[config.mk]
export PLATFORM = sky130hd
export DESIGN_NAME = clock_page_replacement
export DESIGN_NICKNAME = d
export VERILOG_FILES = /design/src/hw/rtl/cpr_pkg.sv /design/src/hw/rtl/cpr_frame_ram.sv /design/src/hw/rtl/clock_page_replacement.sv
export VERILOG_INCLUDE_DIRS = /design/src /design/src/hw/rtl
export SDC_FILE = /design/constraint.sdc
export NUM_CORES = 1
export LEC_CHECK = 0
export ABC_AREA = 1
export BUFFER_PORTS_ARGS = -buffer_cell sky130_fd_sc_hd__clkbuf_2
export CORE_UTILIZATION = 55
export CTS_BUF_LIST = sky130_fd_sc_hd__clkbuf_16
export DETAILED_ROUTE_END_ITERATION = 8
export GPL_ROUTABILITY_DRIVEN = 0
export PLACE_DENSITY = 0.73
export SLEW_MARGIN = 40
export SYNTH_ARGS = -nofsm -noshare
export SYNTH_HDL_FRONTEND = slang
export SYNTH_SLANG_ARGS = --single-unit
[constraint.sdc]
create_clock -name aclk -period 10.27 [get_ports aclk]
set_input_delay 0 -clock aclk [delete_from_list [all_inputs] [get_ports aclk]]
set_output_delay 0 -clock aclk [all_outputs]
set_load 0.02 [all_outputs]
[src/hw/rtl/clock_page_replacement_assert.svh]
// assertion macros for the clock page replacement block
`ifndef CLOCK_PAGE_REPLACEMENT_ASSERT_SVH
`define CLOCK_PAGE_REPLACEMENT_ASSERT_SVH

// condition holds in the same cycle
`define CPR_ASSERT_NOW(lbl, clk, rstn, ante, cons, msg) \
    lbl: assert property (@(posedge clk) disable iff (!(rstn)) (ante) |-> (cons)) \
        else $error(msg);

// condition holds in the next cycle
`define CPR_ASSERT_NEXT(lbl, clk, rstn, ante, cons, msg) \
    lbl: assert property (@(posedge clk) disable iff (!(rstn)) (ante) |=> (cons)) \
        else $error(msg);

`endif

[src/hw/rtl/cpr_pkg.sv]
package cpr_pkg;

    typedef enum logic [1:0] {
        ST_IDLE,
        ST_SCAN,
        ST_SWEEP,
        ST_DONE
    } state_t;

    typedef enum logic {
        CMD_ACCESS = 1'b0,
        CMD_REMOVE = 1'b1
    } cmd_t;

    localparam int FRAME_W   = 4;
    localparam int REMOVED_W = 5;
    localparam int FAULT_W   = 32;
    localparam int M_DATA_W  = 48;

endpackage

[src/hw/rtl/cpr_frame_ram.sv]
module cpr_frame_ram #(
    parameter int DEPTH = 16,
    parameter int DW    = 37,
    parameter int AW    = 4
) (
    input  logic          aclk,
    input  logic          aresetn,
    input  logic          we,
    input  logic [AW-1:0] waddr,
    input  logic [DW-1:0] wdata,
    input  logic [AW-1:0] raddr,
    output logic [DW-1:0] rdata
);

    logic [DW-1:0]    mem [DEPTH];
    logic [DEPTH-1:0] vld_reg;
    logic [DW-1:0]    rd_data_reg;
    logic             rd_vld_reg;

    always_ff @(posedge aclk) begin
        if (we) begin
            mem[waddr] <= wdata;
        end
        rd_data_reg <= mem[raddr];
    end

    // an entry never written reads as an empty frame
    always_ff @(posedge aclk) begin
        if (!aresetn) begin
            vld_reg    <= '0;
            rd_vld_reg <= 1'b0;
        end else begin
            if (we) begin
                vld_reg[waddr] <= 1'b1;
            end
            rd_vld_reg <= vld_reg[raddr];
        end
    end

    assign rdata = rd_vld_reg ? rd_data_reg : '0;

endmodule

[src/hw/rtl/clock_page_replacement.sv]
// a hit ends the scan at the matching frame, a remove scans all frames, and a miss scans all
// frames and then sweeps for a frame to fill (one frame memory read per cycle)
// throughput: one item at a time; the next input is taken the cycle after the result is
// loaded into the output register, whose transfer may still be pending
// reset: synchronous active-low aresetn empties all frames at once through per-frame
// valid bits and clears hand, fault count and counting flag; no clearing pass
module clock_page_replacement #(
    parameter int NUM_FRAMES = 16,
    parameter int ID_BITS    = 16,
    parameter int PAGE_BITS  = 20
) (
    input  logic aclk,
    input  logic aresetn,
    input  logic s_tvalid,
    output logic s_tready,
    // proc_id, page_num
    input  logic [((ID_BITS+PAGE_BITS+7)/8)*8-1:0] s_tdata,
    // cmd
    input  logic s_tuser,
    output logic m_tvalid,
    input  logic m_tready,
    // hit, frame, removed, fault_total, counting_on
    output logic [cpr_pkg::M_DATA_W-1:0] m_tdata
);

    import cpr_pkg::*;

    localparam int IDX_W = (NUM_FRAMES > 1) ? $clog2(NUM_FRAMES) : 1;
    localparam int CNT_W = $clog2(NUM_FRAMES + 1);
    localparam int ENT_W = ID_BITS + PAGE_BITS + 1;
    localparam logic [IDX_W-1:0] LAST_IDX = IDX_W'(NUM_FRAMES - 1);
    localparam logic [CNT_W-1:0] FRAMES_CNT = CNT_W'(NUM_FRAMES);

    state_t state_reg, state_next;
    cmd_t   cmd_reg, cmd_next;
    logic [ID_BITS-1:0]   id_reg, id_next;
    logic [PAGE_BITS-1:0] page_reg, page_next;
    logic [CNT_W-1:0]     ptr_reg, ptr_next;
    logic                 dv_reg, dv_next;
    logic [IDX_W-1:0]     dix_reg, dix_next;
    logic                 free_vld_reg, free_vld_next;
    logic [IDX_W-1:0]     free_idx_reg, free_idx_next;
    logic                 hit_reg, hit_next;
    logic [IDX_W-1:0]     frame_reg, frame_next;
    logic [CNT_W-1:0]     removed_reg, removed_next;
    logic [IDX_W-1:0]     hand_reg, hand_next;
    logic [FAULT_W-1:0]   fault_reg, fault_next;
    logic                 cnt_en_reg, cnt_en_next;
    logic [CNT_W-1:0]     empty_reg, empty_next;
    logic                 m_tvalid_reg, m_tvalid_next;
    logic [M_DATA_W-1:0]  m_tdata_reg, m_tdata_next;

    // frame memory port
    logic             we;
    logic [IDX_W-1:0] waddr;
    logic [ENT_W-1:0] wdata;
    logic [IDX_W-1:0] raddr;
    logic [ENT_W-1:0] rdata;

    // entry just read
    logic [ID_BITS-1:0]   e_owner;
    logic [PAGE_BITS-1:0] e_page;
    logic                 e_use;
    logic                 e_empty;
    logic                 e_match;
    logic                 e_own;
    logic [ENT_W-1:0]     e_cleared;

    logic             scan_hit;
    logic             scan_last;
    logic             sweep_inst;
    logic             out_free;
    logic [IDX_W-1:0] dix_inc;
    logic             empty_inc;
    logic             empty_dec;
    logic [IDX_W+FRAME_W-1:0]   frame_ext;
    logic [CNT_W+REMOVED_W-1:0] removed_ext;

    cpr_frame_ram #(
        .DEPTH (NUM_FRAMES),
        .DW    (ENT_W),
        .AW    (IDX_W)
    ) u_frame_ram (
        .aclk    (aclk),
        .aresetn (aresetn),
        .we      (we),
        .waddr   (waddr),
        .wdata   (wdata),
        .raddr   (raddr),
        .rdata   (rdata)
    );

    assign e_owner   = rdata[ID_BITS-1:0];
    assign e_page    = rdata[ID_BITS +: PAGE_BITS];
    assign e_use     = rdata[ENT_W-1];
    assign e_empty   = (rdata == '0);
    assign e_own     = (e_owner == id_reg);
    assign e_match   = e_own && (e_page == page_reg);
    assign e_cleared = {1'b0, e_page, e_owner};
    assign dix_inc   = (dix_reg == LAST_IDX) ? '0 : dix_reg + 1'b1;

    assign scan_hit   = (state_reg == ST_SCAN) && dv_reg && (cmd_reg == CMD_ACCESS) && e_match;
    assign scan_last  = (state_reg == ST_SCAN) && dv_reg && (dix_reg == LAST_IDX);
    assign sweep_inst = (state_reg == ST_SWEEP) && !e_use;
    assign out_free   = !m_tvalid_reg || m_tready;

    assign frame_ext   = {{FRAME_W{1'b0}}, frame_reg};
    assign removed_ext = {{REMOVED_W{1'b0}}, removed_reg};

    always_comb begin
        state_next = state_reg;
        case (state_reg)
            ST_IDLE: begin
                if (s_tvalid) begin
                    state_next = ST_SCAN;
                end
            end
            ST_SCAN: begin
                if (scan_hit) begin
                    state_next = ST_DONE;
                end else if (scan_last) begin
                    state_next = (cmd_reg == CMD_REMOVE) ? ST_DONE : ST_SWEEP;
                end
            end
            ST_SWEEP: begin
                if (sweep_inst) begin
                    state_next = ST_DONE;
                end
            end
            ST_DONE: begin
                if (out_free) begin
                    state_next = ST_IDLE;
                end
            end
            default: begin
                state_next = ST_IDLE;
            end
        endcase
    end

    always_comb begin
        cmd_next      = cmd_reg;
        id_next       = id_reg;
        page_next     = page_reg;
        ptr_next      = ptr_reg;
        dv_next       = 1'b0;
        dix_next      = dix_reg;
        free_vld_next = free_vld_reg;
        free_idx_next = free_idx_reg;
        hit_next      = hit_reg;
        frame_next    = frame_reg;
        removed_next  = removed_reg;
        hand_next     = hand_reg;
        fault_next    = fault_reg;
        cnt_en_next   = cnt_en_reg;
        m_tvalid_next = m_tvalid_reg && !m_tready;
        m_tdata_next  = m_tdata_reg;
        we            = 1'b0;
        waddr         = dix_reg;
        wdata         = rdata;
        raddr         = '0;
        empty_inc     = 1'b0;
        empty_dec     = 1'b0;
        s_tready      = 1'b0;

        case (state_reg)
            ST_IDLE: begin
                s_tready = 1'b1;
                if (s_tvalid) begin
                    cmd_next      = cmd_t'(s_tuser);
                    id_next       = s_tdata[ID_BITS-1:0];
                    page_next     = s_tdata[ID_BITS +: PAGE_BITS];
                    raddr         = '0;
                    dv_next       = 1'b1;
                    dix_next      = '0;
                    ptr_next      = CNT_W'(1);
                    free_vld_next = 1'b0;
                    hit_next      = 1'b0;
                    frame_next    = '0;
                    removed_next  = '0;
                end
            end
            ST_SCAN: begin
                if (dv_reg) begin
                    if (cmd_reg == CMD_REMOVE) begin
                        if (e_own) begin
                            we           = 1'b1;
                            wdata        = '0;
                            removed_next = removed_reg + 1'b1;
                            empty_inc    = !e_empty;
                        end
                    end else if (e_match) begin
                        we         = 1'b1;
                        wdata      = {1'b1, e_page, e_owner};
                        empty_dec  = e_empty;
                        hit_next   = 1'b1;
                        frame_next = dix_reg;
                    end else if (!free_vld_reg && e_empty) begin
                        free_vld_next = 1'b1;
                        free_idx_next = dix_reg;
                    end
                end
                if (!scan_hit && (ptr_reg < FRAMES_CNT)) begin
                    raddr    = ptr_reg[IDX_W-1:0];
                    dv_next  = 1'b1;
                    dix_next = ptr_reg[IDX_W-1:0];
                    ptr_next = ptr_reg + 1'b1;
                end else if (scan_last && !scan_hit && (cmd_reg == CMD_ACCESS)) begin
                    // miss: sweep starts at the first empty frame, else at the hand
                    if (free_vld_reg) begin
                        raddr = free_idx_reg;
                    end else if (e_empty) begin
                        raddr = dix_reg;
                    end else begin
                        raddr = hand_reg;
                    end
                    dv_next  = 1'b1;
                    dix_next = raddr;
                end
            end
            ST_SWEEP: begin
                we = 1'b1;
                if (e_use) begin
                    // second chance: clear the bit and move on, reading one frame ahead
                    wdata     = e_cleared;
                    empty_inc = (e_cleared == '0);
                    raddr     = dix_inc;
                    dv_next   = 1'b1;
                    dix_next  = dix_inc;
                end else begin
                    wdata      = {1'b1, page_reg, id_reg};
                    empty_dec  = e_empty;
                    frame_next = dix_reg;
                    hand_next  = dix_inc;
                    if (cnt_en_reg) begin
                        fault_next = fault_reg + 1'b1;
                    end
                end
            end
            ST_DONE: begin
                if (out_free) begin
                    if ((cmd_reg == CMD_ACCESS) && (empty_reg == '0)) begin
                        cnt_en_next = 1'b1;
                    end
                    m_tvalid_next = 1'b1;
                    m_tdata_next  = {5'b0, cnt_en_next, fault_reg,
                                     removed_ext[REMOVED_W-1:0], frame_ext[FRAME_W-1:0],
                                     hit_reg};
                end
            end
            default: begin
                dv_next = 1'b0;
            end
        endcase

        empty_next = empty_reg + CNT_W'(empty_inc) - CNT_W'(empty_dec);
    end

    always_ff @(posedge aclk) begin
        if (!aresetn) begin
            state_reg    <= ST_IDLE;
            dv_reg       <= 1'b0;
            hand_reg     <= '0;
            fault_reg    <= '0;
            cnt_en_reg   <= 1'b0;
            empty_reg    <= FRAMES_CNT;
            m_tvalid_reg <= 1'b0;
        end else begin
            state_reg    <= state_next;
            dv_reg       <= dv_next;
            hand_reg     <= hand_next;
            fault_reg    <= fault_next;
            cnt_en_reg   <= cnt_en_next;
            empty_reg    <= empty_next;
            m_tvalid_reg <= m_tvalid_next;
        end
    end

    always_ff @(posedge aclk) begin
        cmd_reg      <= cmd_next;
        id_reg       <= id_next;
        page_reg     <= page_next;
        ptr_reg      <= ptr_next;
        dix_reg      <= dix_next;
        free_vld_reg <= free_vld_next;
        free_idx_reg <= free_idx_next;
        hit_reg      <= hit_next;
        frame_reg    <= frame_next;
        removed_reg  <= removed_next;
        m_tdata_reg  <= m_tdata_next;
    end

    assign m_tvalid = m_tvalid_reg;
    assign m_tdata  = m_tdata_reg;

`include "clock_page_replacement_assert.svh"

    `CPR_ASSERT_NOW(a_empty_range, aclk, aresetn, 1'b1, empty_reg <= FRAMES_CNT, "empty frame count out of range")
    `CPR_ASSERT_NEXT(a_count_sticky, aclk, aresetn, cnt_en_reg, cnt_en_reg, "fault counting turned off")
    `CPR_ASSERT_NEXT(a_fault_gated, aclk, aresetn, !cnt_en_reg, $stable(fault_reg), "fault counted while counting off")

endmodule
Word-level counts from Yosys, hierarchy flattened
Memories as Yosys holds them, arrays and structs flattened. A register that Yosys moved wholly into a read port is not among the register bits. Cells that the tools add are included.

Memories kept: 1. Bits of input ports: 45. Word-level logic and storage cells: 173. RAM bits: 592. Register bits after elaboration: 167. Output and inout bits: 50.

$add $sub $neg: 6. Bitwise logic cells: 4. Eq/ne operators: 21. Reduce and logical (&&, ||, !) cells: 38. Order comparisons: 4. Muxes and demuxes: 79.

Memory list: u_frame_ram.mem (words 16, bits a word 37, rd ports 1, clocked after Yosys merged registers in 1, wr ports 1, line cpr_frame_ram.sv:15) `logic [DW-1:0] mem [DEPTH];`.

Operator list (number): 37-bit two-way mux (6); 37-bit logical NOT (2); 37-bit case mux with 2 select lines (1); 4-bit two-way mux (14); 1-bit two-way mux (33); 32-bit by 1-bit adder with 32-bit output (second input constant) (1); 5-bit two-way mux (6); 4-bit case mux with 3 select lines (2); 2-bit inequality test (second input constant) (11); 20-bit equality test (1); 5-bit case mux with 2 select lines (2); 16-bit equality test (1); 16-bit OR (1); 5-bit AND reduction (3); 1-bit logical AND (13); 6-bit AND reduction (2); 5-bit by 1-bit adder with 5-bit output (second input constant) (2); 4-bit by 5-bit less-than comparator with 1-bit output (second input constant) (2); 2-bit two-way mux (5); 1-bit case mux with 2 select lines (5); 2-bit case mux with 4 select lines (1); 4-bit case mux with 2 select lines (1); 4-bit AND reduction (2); 1-bit logical NOT (6); 22 further kinds (29).

Longest topological paths before layout
Depth after elaboration: 12. Mapped depth: 24. Depth with buffers taken out: 22.

Cells and area by module
From an unflattened synthesis, not the netlist that was laid out.

Cell total of the unflattened synthesis: 2772. Area total of the unflattened synthesis: 32378.6 um^2.

Modules (own cells, without submodules): cpr_frame_ram (seq. area each 18858.1 um^2, instances 1, area an instance 25057.8 um^2, cells each 1961); clock_page_replacement (seq. area each 4043.9 um^2, instances 1, area an instance 7320.8 um^2, cells each 811).

Worst setup path before layout
No wires, ideal clock.

Path kind: register to register. From: reg u_frame_ram.rd_vld_reg. To: mem u_frame_ram.mem[0][0] (enable). Clock period less this slack: 3.797 ns. Slack: 6.473 ns. Stages on the path, launching flop included: 20. Buffers on the path: 2. Library setup time: 0.433 ns. Arrival time: 3.364 ns. Required time: 9.837 ns. Cells stage by stage: dfxtp_1 buf_6 buf_6 nand2_1 nand2_1 nand2_1 nand3_1 nor2_1 nand2_1 nor2_4 inv_1 nor2_1 inv_1 nor2_1 nor2_1 nand2_1 nand2_1 inv_1 nand2_1 nor2_1.

Cells in the longest elaborated chain, start to end: 9. Elaborated cells on any way between the ends: 11. Classes of those cells: 2 x eq/ne; 8 x mux; 1 x reduce/logical.

Ends and longest elaborated chain: start: declaration (line cpr_frame_ram.sv:18) `logic rd_vld_reg;`; start signal: assignment (line cpr_frame_ram.sv:36) `rd_vld_reg <= vld_reg[raddr];`; 37-bit two-way mux * (line cpr_frame_ram.sv:40) `assign rdata = rd_vld_reg ? rd_data_reg : '0;`; 20-bit equality test / 16-bit equality test (equally long branches) (line clock_page_replacement.sv:98, clock_page_replacement.sv:97); 1-bit logical AND (line clock_page_replacement.sv:98) `assign e_match = e_own && (e_page == page_reg);`; 1-bit two-way mux (line clock_page_replacement.sv:192) `end else if (e_match) begin`; 1-bit two-way mux * (line clock_page_replacement.sv:185) `if (cmd_reg == CMD_REMOVE) begin`; 1-bit two-way mux * (line clock_page_replacement.sv:184) `if (dv_reg) begin`; 1-bit case mux with 2 select lines * (line clock_page_replacement.sv:166) `case (state_reg)`; 1-bit two-way mux * (line cpr_frame_ram.sv:21) `if (we) begin`; 1-bit two-way mux (not written as such) * (line cpr_frame_ram.sv:22) `mem[waddr] <= wdata;`; end: declaration (line cpr_frame_ram.sv:15).

Mark *: on every way between the ends. The rest lies on a longest branch, timed or not.

Final worst setup path
From: reg u_frame_ram.rd_vld_reg. To: reg u_frame_ram.rd_data_reg[32], read port of u_frame_ram.mem.

Cells in the longest elaborated chain, start to end: 10. Elaborated cells on any way between the ends: 16. Classes of those cells: 2 x eq/ne; 7 x mux; 7 x reduce/logical.

Ends and longest elaborated chain: 37-bit two-way mux * (line cpr_frame_ram.sv:40); 20-bit equality test / 16-bit equality test (equally long branches) (line clock_page_replacement.sv:98, clock_page_replacement.sv:97); 1-bit logical AND (line clock_page_replacement.sv:98); 1-bit logical AND (line clock_page_replacement.sv:102) `assign scan_hit = (state_reg == ST_SCAN) && dv_reg && (cmd_reg == CMD_ACCESS) && e_match;`; 1-bit logical NOT (line clock_page_replacement.sv:203, clock_page_replacement.sv:208); 1-bit logical AND (2 in a row) (line clock_page_replacement.sv:208) `end else if (scan_last && !scan_hit && (cmd_reg == CMD_ACCESS)) begin`; 4-bit two-way mux (line clock_page_replacement.sv:208); 4-bit two-way mux (line clock_page_replacement.sv:203) `if (!scan_hit && (ptr_reg < FRAMES_CNT)) begin`; 4-bit case mux with 2 select lines * (line clock_page_replacement.sv:166); end: declaration (line cpr_frame_ram.sv:17) `logic [DW-1:0] rd_data_reg;`.

Marked as above. A chain may end at the register's enable or synchronous reset.

==> key figures <==
Detailed routing
  • Routed len/inst: between 20 and 25 um
  • DR vias/cell: a little under 6
  • TritonRoute pass-1 iters: 6
  • Via count: between 20000 and 25000
  • DRC Markers: 0
  • Post-route ant nets: 0
  • Final wirelength: 79400 um
  • Initial drt markers: approximately 2500

Timing
  • Max frequency: between 150 and 200 MHz
  • Count of final max-slew check failures: 0
  • Final setup fails: 0
  • Period minus WS final: around 5.4 ns
  • Slew headroom: 0.401
  • Final worst setup slack: between 4 and 5 ns
  • Fin Clk Skew: around 0.028 ns
  • Unrepaired setup endpoints after global routing: no
  • Setup TNS: 0 ns
  • Final number of hold-violating endpoints: 0
  • Slew @ Worst Pin: 0.897 ns
  • Tcrit/Tclk final: 0.529

Synth
  • Post-Syn Area per Cell: ~11 sq um
  • Async SR Flop Fraction: 0
  • Register area share after synthesis: 0.696
  • Ys Warns: 0
  • Synth unique cells: 47
  • Synthesized area: roughly 0.033 sq mm
  • FF+latch count, synth: approximately 800
  • Synth Flop Type: edfxtp_1
  • Post-Syn Instances: between 2000 and 3000
  • Number of synthesized flops with an enable pin: between 600 and 700

Place
  • Placed Area: 0.0343 sq mm
  • Dpl hpwl: between 40000 and 50000 um
  • Placed cells: around 3600
  • # port buffers: 85
  • Pre-CTS setup slack: 5.08 ns

Clocking
  • Setup bufs post-CTS: 0
  • Clk sink count: 796
  • Resized cells post-CTS: 0
  • Clk slew on worst S/H paths: roughly 0.06 ns
  • Cts hold-fix bufs: 39
  • Htree depth: 3
  • Worst-skew pair later-pin latency: approximately 0.65 ns
  • Clock Tree Buf Depth: 3
  • CTS tree: yes
  • CTS Root Cell: clkbuf_16
  • Total CTS buffers: just over 80

Setup path
  • Reg-to-reg critical path startpoint: u_frame_ram.rd_vld_reg$_SDFF_PN0_
  • Stages on worst setup path: 19
  • Critical Path Max Stage Delay: 0.75 ns
  • Startpoint Class: flop
  • CP max stage cell: buf_4
  • Crit path max-delay family: simple AND/OR/NAND/NOR gates
  • Reg2reg setup slack: 4.84 ns
  • Crit path capture type: flop
  • CP Cell Sequence: buf_4, nand2_1, nand2_1, nand4_1, nor2_1, nand2_1, nor2_4, nand3_4, nand2_4, nor2_1, a21oi_1, nand2_1, nand2_1, nand2_4, inv_2, buf_4, nand3_1, nand3_1, nand2_1
  • WP data arrival: roughly 5.9 ns
  • Setup CP Type: reg -> reg
  • Worst-path maximum fanout: ~70
  • R2R depth: 19
  • Top cell by count, worst path: nand2_1
  • Worst r2r dst: u_frame_ram.rd_data_reg[32]$_DFF_P_
  • Crit path launch: u_frame_ram.rd_vld_reg$_SDFF_PN0_
  • Buf/Inv on CP: 3
  • Req. time, crit path: about 11 ns
  • Critical Path End: u_frame_ram.rd_data_reg[32]$_DFF_P_

Pwr
  • Pwr dens: between 200 and 250 mW/mm^2
  • Clk pwr share: 0.323
  • Logic pwr share: 0.205
  • Leak pwr: approximately 14 nW
  • Sw Ratio: 0.310
  • Peak VDD IR: about 0.00018 V
  • Pint: between 0.005 and 0.006 W
  • Part of the power in registers: 0.472
  • NetSw: between 0.002 and 0.003 W

Layout
  • Antenna cells: 0
  • Post-route insts no fill: about 3800
  • Fin nets: slightly above 3000
  • Number of flip-flops in the largest register: about 590
  • Share of cells above drive strength 1: 0.108
  • Fill count: about 4400
  • Commonest cells after routing, fill and taps aside: 696 x edfxtp_1, 378 x nand2_1, 370 x nor2_1
  • Leading cell type in the layout, fill and taps excluded: edfxtp_1
  • Area Overhead vs Synth: 13.4%
  • Layout Utilization: 0.632
  • Post-route cell area: 0.0373 sq mm

GRT
  • Total grt overflow: 0
  • Largest net degree at the start of global routing: between 200 and 250
  • Tot GR Track Use: 0.264
  • Vias in the first global route: around 21000
  • First-pass GRT wire length: between 100000 and 150000 um
  • Antenna violations before repair: 0

Job
  • MaxCap Viol Count: 0

Die
  • FP Rows: just under 90
  • Die Ht: between 200 and 250 um
  • Initial core utilization: 0.557
  • Core area: about 0.059 sq mm
  • Die Area: ~0.061 sq mm
  • Die Wd: approximately 250 um
  • IO Pins: 95

Status
  • Outcome: finished, final reports clean

Worst hold path
  • Worst min path class: in -> reg
[worst min path at each step]
stage / startpoint / to / cells after the start
after global placement: s_tdata[30] / page_reg[14]$_DFFE_PP_ / 1
after floorplan: s_tuser / cmd_reg$_DFFE_PP_ / 0
final: s_tdata[20] / page_reg[4]$_DFFE_PP_ / 2
after detailed placement: s_tdata[19] / page_reg[3]$_DFFE_PP_ / 1
after global routing: s_tdata[19] / page_reg[3]$_DFFE_PP_ / 2
after CTS: s_tdata[20] / page_reg[4]$_DFFE_PP_ / 2
[area by class of cell]
class / count / area [sq um] / area share
clock buffers: 82 / 2050 / 0.0550
clock inverters: 70 / 480 / 0.0129
inverters: 286 / 1080 / 0.0289
multi-input cells: 1650 / 8490 / 0.228
flip-flops and latches: 796 / 22900 / 0.614
well taps: 773 / 967 / 0.0259
repair buffers: 174 / 1320 / 0.0355
[synthesized netlist by cell type, types with 31 or more instances]
| library cell | instances | share of area |
|---|---|---|
| nand2_1 | 380 | 0.043 |
| a21oi_1 | 42 | 0.0064 |
| nand3_1 | 324 | 0.049 |
| inv_1 | 281 | 0.032 |
| o21ai_1 | 58 | 0.0088 |
| o211ai_1 | 148 | 0.034 |
| clkbuf_1 | 31 | 0.0035 |
| nor2_1 | 388 | 0.044 |
| edfxtp_1 | 696 | 0.64 |
| buf_2 | 98 | 0.015 |
| o21ai_0 | 131 | 0.020 |
| dfxtp_1 | 100 | 0.061 |
[through the flow]
step	hold WS, ns	power (W)
CTS	0.0446	0.00857
floorplan	0.0989	0.00519
finish	0.0643	0.00858
global route	0.0540	0.00890
detailed placement	0.179	0.00581
global placement	0.178	0.00567
[routing by layer]
metal / GRT usage / wire [um] / vias to the layer above
li1: - / - / 10300
met1: 0.353 / 31300 / 10700
met2: 0.431 / 37900 / 1067
met3: 0.0464 / 7710 / 179
met4: 0.100 / 2370 / 0
met5: 0 / 0 / -
[kinds of logic (layout without fill, tap and decap cells)]
| group | after synthesis | in the layout | synth area share |
|---|---|---|---|
| AOI/OAI and AO/OA | 445 | 445 | 0.0832 |
| xor gates and xnor gates | 12 | 12 | 0.00320 |
| adders and majority gates | 18 | 18 | 0.00707 |
| buffers and inverters | 441 | 612 | 0.0572 |
| DFF | 796 | 796 | 0.696 |
| other | 1 | 5 | 0.000114 |
| and+or+nand+nor | 1170 | 1170 | 0.153 |
[power groups by stage]
stage / registers (W) / logic, W / clock network [W]
CTS: 0.00404 / 0.00172 / 0.00280
global route: 0.00406 / 0.00191 / 0.00292
global placement: 0.00410 / 0.00156 / 0
floorplan: 0.00408 / 0.00111 / 0
detailed placement: 0.00411 / 0.00170 / 0
finish: 0.00405 / 0.00176 / 0.00277
(Power assumes the default switching activity.)
